[src/rtl/ppds_pkg.sv]
`default_nettype none
package ppds_pkg;

   // Field and datapath widths
   localparam int RATE_W           = 32;
   localparam int DIV_W            = 3;
   localparam int PROD_W           = 2 * DIV_W;
   localparam int REM_W            = PROD_W;
   localparam int NUM_W            = RATE_W + 1;
   localparam int DIV_STEPS        = NUM_W;
   localparam int CNT_W            = $clog2(DIV_STEPS);
   localparam int MAX_POST_DIV_DEF = 7;

   typedef enum logic [2:0] {
      ST_IDLE,
      ST_START,
      ST_DIV,
      ST_EVAL,
      ST_FINISH
   } state_type;

   // Controller to datapath commands
   typedef struct packed {
      logic load_item;
      logic start_div;
      logic step_div;
      logic seed_eval;
      logic try_eval;
      logic load_rsp;
   } cmd_type;

   // Datapath to controller status
   typedef struct packed {
      logic exact;
      logic last_pair;
   } status_type;

endpackage
`default_nettype wire

[src/rtl/pll_post_divider_search.sv]
`default_nettype none
// Post-divider search: for each request beat (target rate, source rate) the block
// returns the divider pair (first, second), first from 1 to MAX_POST_DIV and second
// never above first, whose rounded quotient source/(first*second) is nearest the
// target; an exact pair try ends the search at once and an earlier pair wins a tie.
// One item at a time is in work: a seed try at (MAX,MAX) and then up to
// MAX*(MAX+1)/2 pair tries, each made of setup, 33 one-bit restoring division
// steps in a shared serial divider, and compare. The result sits in an output
// register, so the next request is taken while a result waits.
module pll_post_divider_search
   import ppds_pkg::*;
#(
   parameter int MAX_POST_DIV = MAX_POST_DIV_DEF
) (
   input  wire logic              clock,
   input  wire logic              reset,
   input  wire logic              req_valid,
   output logic                   req_ready,
   input  wire logic [RATE_W-1:0] req_target_rate,
   input  wire logic [RATE_W-1:0] req_source_rate,
   output logic                   rsp_valid,
   input  wire logic              rsp_ready,
   output logic      [DIV_W-1:0]  rsp_first_divider,
   output logic      [DIV_W-1:0]  rsp_second_divider
);

   cmd_type    cmd;
   status_type status;

   ppds_controller u_controller (
      .clock     (clock),
      .reset     (reset),
      .req_valid (req_valid),
      .req_ready (req_ready),
      .rsp_valid (rsp_valid),
      .rsp_ready (rsp_ready),
      .cmd       (cmd),
      .status    (status)
   );

   ppds_datapath #(
      .MAX_POST_DIV (MAX_POST_DIV)
   ) u_datapath (
      .clock              (clock),
      .cmd                (cmd),
      .status             (status),
      .req_target_rate    (req_target_rate),
      .req_source_rate    (req_source_rate),
      .rsp_first_divider  (rsp_first_divider),
      .rsp_second_divider (rsp_second_divider)
   );

endmodule
`default_nettype wire

[src/rtl/ppds_datapath.sv]
`default_nettype none
module ppds_datapath
   import ppds_pkg::*;
#(
   parameter int MAX_POST_DIV = MAX_POST_DIV_DEF
) (
   input  wire logic              clock,
   input  wire cmd_type           cmd,
   output status_type             status,
   input  wire logic [RATE_W-1:0] req_target_rate,
   input  wire logic [RATE_W-1:0] req_source_rate,
   output logic      [DIV_W-1:0]  rsp_first_divider,
   output logic      [DIV_W-1:0]  rsp_second_divider
);

   localparam logic [DIV_W-1:0] MAX_DIV = DIV_W'(MAX_POST_DIV);
   localparam logic [DIV_W-1:0] ONE_DIV = DIV_W'(1);

   logic [RATE_W-1:0] target_ff, target_in;
   logic [RATE_W-1:0] source_ff, source_in;
   logic [DIV_W-1:0]  cand_a_ff, cand_a_in;
   logic [DIV_W-1:0]  cand_b_ff, cand_b_in;
   logic [DIV_W-1:0]  best_a_ff, best_a_in;
   logic [DIV_W-1:0]  best_b_ff, best_b_in;
   logic [NUM_W-1:0]  best_err_ff, best_err_in;
   logic [PROD_W-1:0] den_ff, den_in;
   logic [NUM_W-1:0]  num_ff, num_in;
   logic [REM_W-1:0]  rem_ff, rem_in;
   logic [NUM_W-1:0]  quot_ff, quot_in;
   logic [DIV_W-1:0]  rsp_a_ff, rsp_a_in;
   logic [DIV_W-1:0]  rsp_b_ff, rsp_b_in;

   logic [PROD_W-1:0] prod;
   logic [REM_W:0]    shift;
   logic              fits;
   logic [NUM_W-1:0]  target_ext;
   logic [NUM_W-1:0]  err;

   // Form the candidate product, the shifted partial remainder, its fit and the error
   always_comb begin
      prod       = PROD_W'(cand_a_ff) * PROD_W'(cand_b_ff);
      shift      = {rem_ff, num_ff[NUM_W-1]};
      fits       = (shift >= {1'b0, den_ff});
      target_ext = {1'b0, target_ff};
      err        = (quot_ff > target_ext) ? (quot_ff - target_ext) : (target_ext - quot_ff);
   end

   // Report match and end of the pair sweep
   always_comb begin
      status.exact     = (quot_ff == target_ext);
      status.last_pair = (cand_a_ff == MAX_DIV) && (cand_b_ff == MAX_DIV);
   end

   // Next values of the datapath registers
   always_comb begin
      target_in   = target_ff;
      source_in   = source_ff;
      cand_a_in   = cand_a_ff;
      cand_b_in   = cand_b_ff;
      best_a_in   = best_a_ff;
      best_b_in   = best_b_ff;
      best_err_in = best_err_ff;
      den_in      = den_ff;
      num_in      = num_ff;
      rem_in      = rem_ff;
      quot_in     = quot_ff;
      rsp_a_in    = rsp_a_ff;
      rsp_b_in    = rsp_b_ff;

      // capture the beat and seed with the largest pair
      if (cmd.load_item) begin
         target_in = req_target_rate;
         source_in = req_source_rate;
         cand_a_in = MAX_DIV;
         cand_b_in = MAX_DIV;
      end

      // set up a rounded division by the pair product
      if (cmd.start_div) begin
         den_in  = prod;
         num_in  = {1'b0, source_ff} + NUM_W'(prod >> 1);
         rem_in  = '0;
         quot_in = '0;
      end

      // one restoring division step
      if (cmd.step_div) begin
         rem_in  = fits ? REM_W'(shift - {1'b0, den_ff}) : shift[REM_W-1:0];
         num_in  = {num_ff[NUM_W-2:0], 1'b0};
         quot_in = {quot_ff[NUM_W-2:0], fits};
      end

      // seed error, then restart the sweep at the smallest pair
      if (cmd.seed_eval) begin
         best_a_in   = cand_a_ff;
         best_b_in   = cand_b_ff;
         best_err_in = err;
         cand_a_in   = ONE_DIV;
         cand_b_in   = ONE_DIV;
      end

      // keep an exact or strictly better pair, then advance
      if (cmd.try_eval) begin
         if (status.exact || (err < best_err_ff)) begin
            best_a_in   = cand_a_ff;
            best_b_in   = cand_b_ff;
            best_err_in = err;
         end
         if (cand_b_ff == cand_a_ff) begin
            cand_a_in = cand_a_ff + ONE_DIV;
            cand_b_in = ONE_DIV;
         end else begin
            cand_b_in = cand_b_ff + ONE_DIV;
         end
      end

      // hand the best pair to the output register
      if (cmd.load_rsp) begin
         rsp_a_in = best_a_ff;
         rsp_b_in = best_b_ff;
      end
   end

   always_ff @(posedge clock) begin
      target_ff   <= target_in;
      source_ff   <= source_in;
      cand_a_ff   <= cand_a_in;
      cand_b_ff   <= cand_b_in;
      best_a_ff   <= best_a_in;
      best_b_ff   <= best_b_in;
      best_err_ff <= best_err_in;
      den_ff      <= den_in;
      num_ff      <= num_in;
      rem_ff      <= rem_in;
      quot_ff     <= quot_in;
      rsp_a_ff    <= rsp_a_in;
      rsp_b_ff    <= rsp_b_in;
   end

   assign rsp_first_divider  = rsp_a_ff;
   assign rsp_second_divider = rsp_b_ff;

endmodule
`default_nettype wire

[src/rtl/ppds_controller.sv]
`default_nettype none
module ppds_controller
   import ppds_pkg::*;
(
   input  wire logic       clock,
   input  wire logic       reset,
   input  wire logic       req_valid,
   output logic            req_ready,
   output logic            rsp_valid,
   input  wire logic       rsp_ready,
   output cmd_type         cmd,
   input  wire status_type status
);

   state_type        state_ff, state_in;
   logic [CNT_W-1:0] cnt_ff, cnt_in;
   logic             seed_ff, seed_in;
   logic             rsp_valid_ff, rsp_valid_in;
   logic             slot_free;
   logic             div_last;

   assign slot_free = !rsp_valid_ff || rsp_ready;
   assign div_last  = (cnt_ff == CNT_W'(DIV_STEPS - 1));

   // Next state
   always_comb begin
      state_in = state_ff;
      case (state_ff)
         ST_IDLE:   if (req_valid) state_in = ST_START;
         ST_START:  state_in = ST_DIV;
         ST_DIV:    if (div_last) state_in = ST_EVAL;
         ST_EVAL: begin
            if (seed_ff) begin
               state_in = ST_START;
            end else if (status.exact || status.last_pair) begin
               state_in = ST_FINISH;
            end else begin
               state_in = ST_START;
            end
         end
         ST_FINISH: if (slot_free) state_in = ST_IDLE;
         default:   state_in = ST_IDLE;
      endcase
   end

   // Commands
   always_comb begin
      cmd       = '0;
      req_ready = 1'b0;
      case (state_ff)
         ST_IDLE: begin
            req_ready     = 1'b1;
            cmd.load_item = req_valid;
         end
         ST_START:  cmd.start_div = 1'b1;
         ST_DIV:    cmd.step_div  = 1'b1;
         ST_EVAL: begin
            cmd.seed_eval = seed_ff;
            cmd.try_eval  = !seed_ff;
         end
         ST_FINISH: cmd.load_rsp = slot_free;
         default:   cmd = '0;
      endcase
   end

   // Step counter, seed flag and output beat flag
   always_comb begin
      cnt_in       = (state_ff == ST_DIV && !div_last) ? cnt_ff + CNT_W'(1) : '0;
      seed_in      = seed_ff;
      rsp_valid_in = rsp_valid_ff;
      if (cmd.load_item) seed_in = 1'b1;
      if (cmd.seed_eval) seed_in = 1'b0;
      if (rsp_valid_ff && rsp_ready) rsp_valid_in = 1'b0;
      if (cmd.load_rsp) rsp_valid_in = 1'b1;
   end

   always_ff @(posedge clock) begin
      if (reset) begin
         state_ff     <= ST_IDLE;
         cnt_ff       <= '0;
         seed_ff      <= 1'b0;
         rsp_valid_ff <= 1'b0;
      end else begin
         state_ff     <= state_in;
         cnt_ff       <= cnt_in;
         seed_ff      <= seed_in;
         rsp_valid_ff <= rsp_valid_in;
      end
   end

   assign rsp_valid = rsp_valid_ff;

   // The step counter only runs while dividing
   a_cnt_idle: assert property (@(posedge clock) disable iff (reset)
      (state_ff != ST_DIV) |-> (cnt_ff == '0))
      else $error("division step counter active outside division");

   // An accepted beat always starts the seed division
   a_accept_start: assert property (@(posedge clock) disable iff (reset)
      (req_valid && req_ready) |=> (state_ff == ST_START && seed_ff))
      else $error("accepted beat did not start the seed division");

   // A result appears only out of the finish state
   a_rsp_source: assert property (@(posedge clock) disable iff (reset)
      $rose(rsp_valid_ff) |-> ($past(state_ff) == ST_FINISH))
      else $error("result beat raised outside the finish state");

endmodule
`default_nettype wire

[config.mk]
export PLATFORM = sky130hd
export DESIGN_NAME = pll_post_divider_search
export DESIGN_NICKNAME = d
export VERILOG_FILES = /design/src/rtl/ppds_pkg.sv /design/src/rtl/pll_post_divider_search.sv /design/src/rtl/ppds_datapath.sv /design/src/rtl/ppds_controller.sv
export SDC_FILE = /design/constraint.sdc
export NUM_CORES = 1
export LEC_CHECK = 0
export CAP_MARGIN = 20
export CORE_MARGIN = 8
export CORE_UTILIZATION = 47
export DETAILED_ROUTE_END_ITERATION = 8
export DONT_BUFFER_PORTS = 1
export GPL_ROUTABILITY_DRIVEN = 0
export GPL_TIMING_DRIVEN = 0
export PLACE_DENSITY = 0.62
export SLEW_MARGIN = 20
export SYNTH_ARGS = -nofsm -noshare
export SYNTH_HDL_FRONTEND = slang
export SYNTH_SLANG_ARGS = --single-unit
[constraint.sdc]
create_clock -name clock -period 8.24 [get_ports clock]
set_clock_uncertainty 0.2 [all_clocks]
set_input_delay 0.412 -clock clock [delete_from_list [all_inputs] [get_ports clock]]
set_output_delay 0.412 -clock clock [all_outputs]
set_load 0.1 [all_outputs]
==> out/qor.yml <==
status: "complete, no violations"
num_vias: 10100
synthToLayoutAreaGrowth_pct: 15.7
core_area_mm2: 0.0276
critPathLaunch: "u_datapath.target_ff[18]"
start_util_pct: 47.3
synth_top_cell_by_area: "edfxtp_1"
drtPass1Iterations: 5
via_per_inst: 5.50
path_max_fanout: 10
hold_class: "primary input to flip-flop"
grt_use_total_pct: 19.5
grt_max_degree: 51
synth_nets: 1544
worst-endpoint-required_ns: 8.45
min_period_over_period_pct: 84.3
slew_headroom_pct: 36.1
worstSetupPathType: "flip-flop to flip-flop"
peakVddDrop_v: 0.000264
end_kind: "flip-flop"
ioPinCount: 76
hold_viol: 0
fin_tns_setup_ns: 0
cap_viol_max_count: 0
slew_violations: 0
syn_avg_cell_area_um2: 9.66
clkTransAtPathRegs_ns: 0.06
yosys_warnings: 0
postCtsSetupBuffers: 0
root_buffer: "clkbuf_16"
syn_area_mm2: 0.0130
worstSkewPairLatency_ns: 0.53
synth_ff_type: "edfxtp_1"
final_nets: 1641
antenna_left: 0
report.power.total_mw: 4.89
syn_inst: 1349
yosys-top-cells-area: "edfxtp_1 (35%), ha_1 (12%), dfxtp_1 (8.3%)"
rsz0062_at_grt: "false"
dieArea_mm2: 0.0333
finalCriticalPeriod_ns: 6.95
overflow: 0
synthArstFlopShare_pct: 0
setup_viol: 0
yosys_register_bits: 204
synth-seq-area-share_pct: 42.9
port_buffers: 0
regToRegStartpoint: "u_datapath.target_ff[18]"
r2r_slack_ns: 1.29
grt_pass1_vias: 10100
antenna_found_initial: 0
fin_hold_ws_ns: 0.0642
synth.distinct_cells: 79
synth_common_cells: "edfxtp_1 (150), inv_1 (136), ha_1 (121), nand2_1 (118), nor2_1 (112)"
worstSetupStartpointType: "flip-flop"
hpwl_mm: 24.5
numCtsBuffers: 25
die_w_um: 182
final_area_mm2: 0.0151
wirelength_mm: 32.7
power_density_mw_per_mm2: 324
synth_top_area_share_pct: 34.6
cts_sinks: 204
placed_area_mm2: 0.0136
n_fill_cell: 2477
drtIter0Drc: 650
htree_num_levels: 1
tightest_slew_ns: 0.958
cts_tree: "built"
hp-start: "req_valid"
grt_pass1_wl_mm: 52.6
rows: 61
multi_input_comb_area_mm2: 0.00668
synth_edf_count: 150
seqCellArea_mm2: 0.00559
wl_per_cell_um: 17.8
die_h_um: 182
p_leak_nw: 6.21
arrival_ns: 7.16
yosysMostFrequentCell: "edfxtp_1"
drc_errors: 0
drive_above_1_share_pct: 8.67
clock_path_buffers: 3
fmax_mhz: 144
==> worst paths after layout <==
path,end,depth (start not counted)
worst max-delay path,u_datapath.best_b_ff[1],22
worst min-delay path,u_controller.seed_ff,4
worst max register to register,u_datapath.best_b_ff[1],22
worst min register to register,u_datapath.rsp_second_divider[1],0
==> per-stage QoR <==
step           setup WS (ns)  utilization [%]  instances
6_report                1.29             54.7       1843
5_1_grt                 1.00             54.7       1842
2_1_floorplan           2.98                -       1349
3_3_place_gp            1.34             49.0       1727
3_5_place_dp            1.36             49.3       1730
4_1_cts                 1.34             54.7       1842
==> critical path: stages, from the launching register on <==
cell and delay, ns:
edfxtp_1 0.41, ha_1 0.40, a211oi_1 0.33, o211a_1 0.28, o2111ai_1 0.17, or3b_1 0.47
a31oi_4 0.38, nor2_2 0.15, buf_4 0.24, a211oi_1 0.34, o31a_1 0.22, nor2_1 0.06
ha_1 0.30, and4_1 0.24, nand3_1 0.09, o211a_1 0.23, a21oi_1 0.24, o41ai_1 0.13
a21oi_1 0.37, or2_2 0.24, clkbuf_1 0.24, clkbuf_1 0.69, mux2_2 0.41
==> state kept, by name, summed over array words and instances (netlist names) <==
register	cells
u_controller.seed_ff	1
u_controller.cnt_ff	6
u_datapath.quot_ff	33
u_datapath.best_err_ff	33
u_datapath.best_b_ff	3
u_datapath.cand_a_ff	3
u_datapath.rsp_first_divider	3
u_datapath.num_ff	33
u_datapath.rem_ff	6
u_datapath.den_ff	6
u_datapath.cand_b_ff	3
u_controller.state_ff	3
u_controller.rsp_valid	1
u_datapath.target_ff	32
u_datapath.source_ff	32
u_datapath.best_a_ff	3
u_datapath.rsp_second_divider	3
==> cells by family (layout without fill, tap and decap cells) <==
family	Yosys count	after routing	share of synthesized area, %
simple gates	381	381	13.7
compound gates	344	344	17.5
flops	204	204	42.9
buf+inv	193	308	5.99
fa+ha+maj	127	127	12.5
xor+xnor	59	59	3.97
mux	41	41	3.48
other cells	0	1	0
==> per-layer routing <==
layer  wire length, um  GRT usage [%]  share of wire, %
met5                 0              0                 0
met4               776           5.28               2.4
met3              1880           3.64               5.7
met2             16000           34.3                49
met1             14100           24.0                43
==> what timing repair did <==
action,4_1_cts,5_1_grt
hold buffers,67,0
gates resized for setup,0,0
endpoints found under the hold margin,69,0
==> final cells by class <==
cell class                 count  share of cell area, %
antenna                        1                 0.0166
buffer                        57                   1.79
clock buffer                  30                   4.61
clock inverter                15                  0.747
inverter                     136                   3.40
multi-input combinational    952                   44.3
sequential                   204                   37.0
tap                          378                   3.14
timing repair buffer          70                   4.95
==> layout by cell type, fill, tap and decap left out, drive strengths merged, types with 7 or more instances in the layout <==
master	Yosys	routed
a211oi	9	9
a21oi	99	99
and3	9	9
nor2	114	114
o211ai	7	7
mux2	31	31
ha	121	121
a21o	54	54
a31oi	15	15
xor2	36	36
o21bai	16	16
o21a	8	8
nor4	9	9
buf	25	28
dlygate4sd3	0	67
nand4	28	28
nand3	31	31
clkinv	0	11
dfxtp	54	54
o21ai	73	73
edfxtp	150	150
xnor2	23	23
inv	136	137
mux2i	10	10
nor2b	8	8
o31ai	15	15
and2	14	14
nand2	119	119
nor3	23	23
clkbuf	32	62
==> where the power goes <==
part           total (mW)  switching, mW  internal (mW)
Sequential           1.54          0.123           1.41
Clock                1.06          0.433          0.630
Combinational        2.29           1.37          0.921
Total                4.89           1.92           2.96
Power figures use the tool's default switching activity.
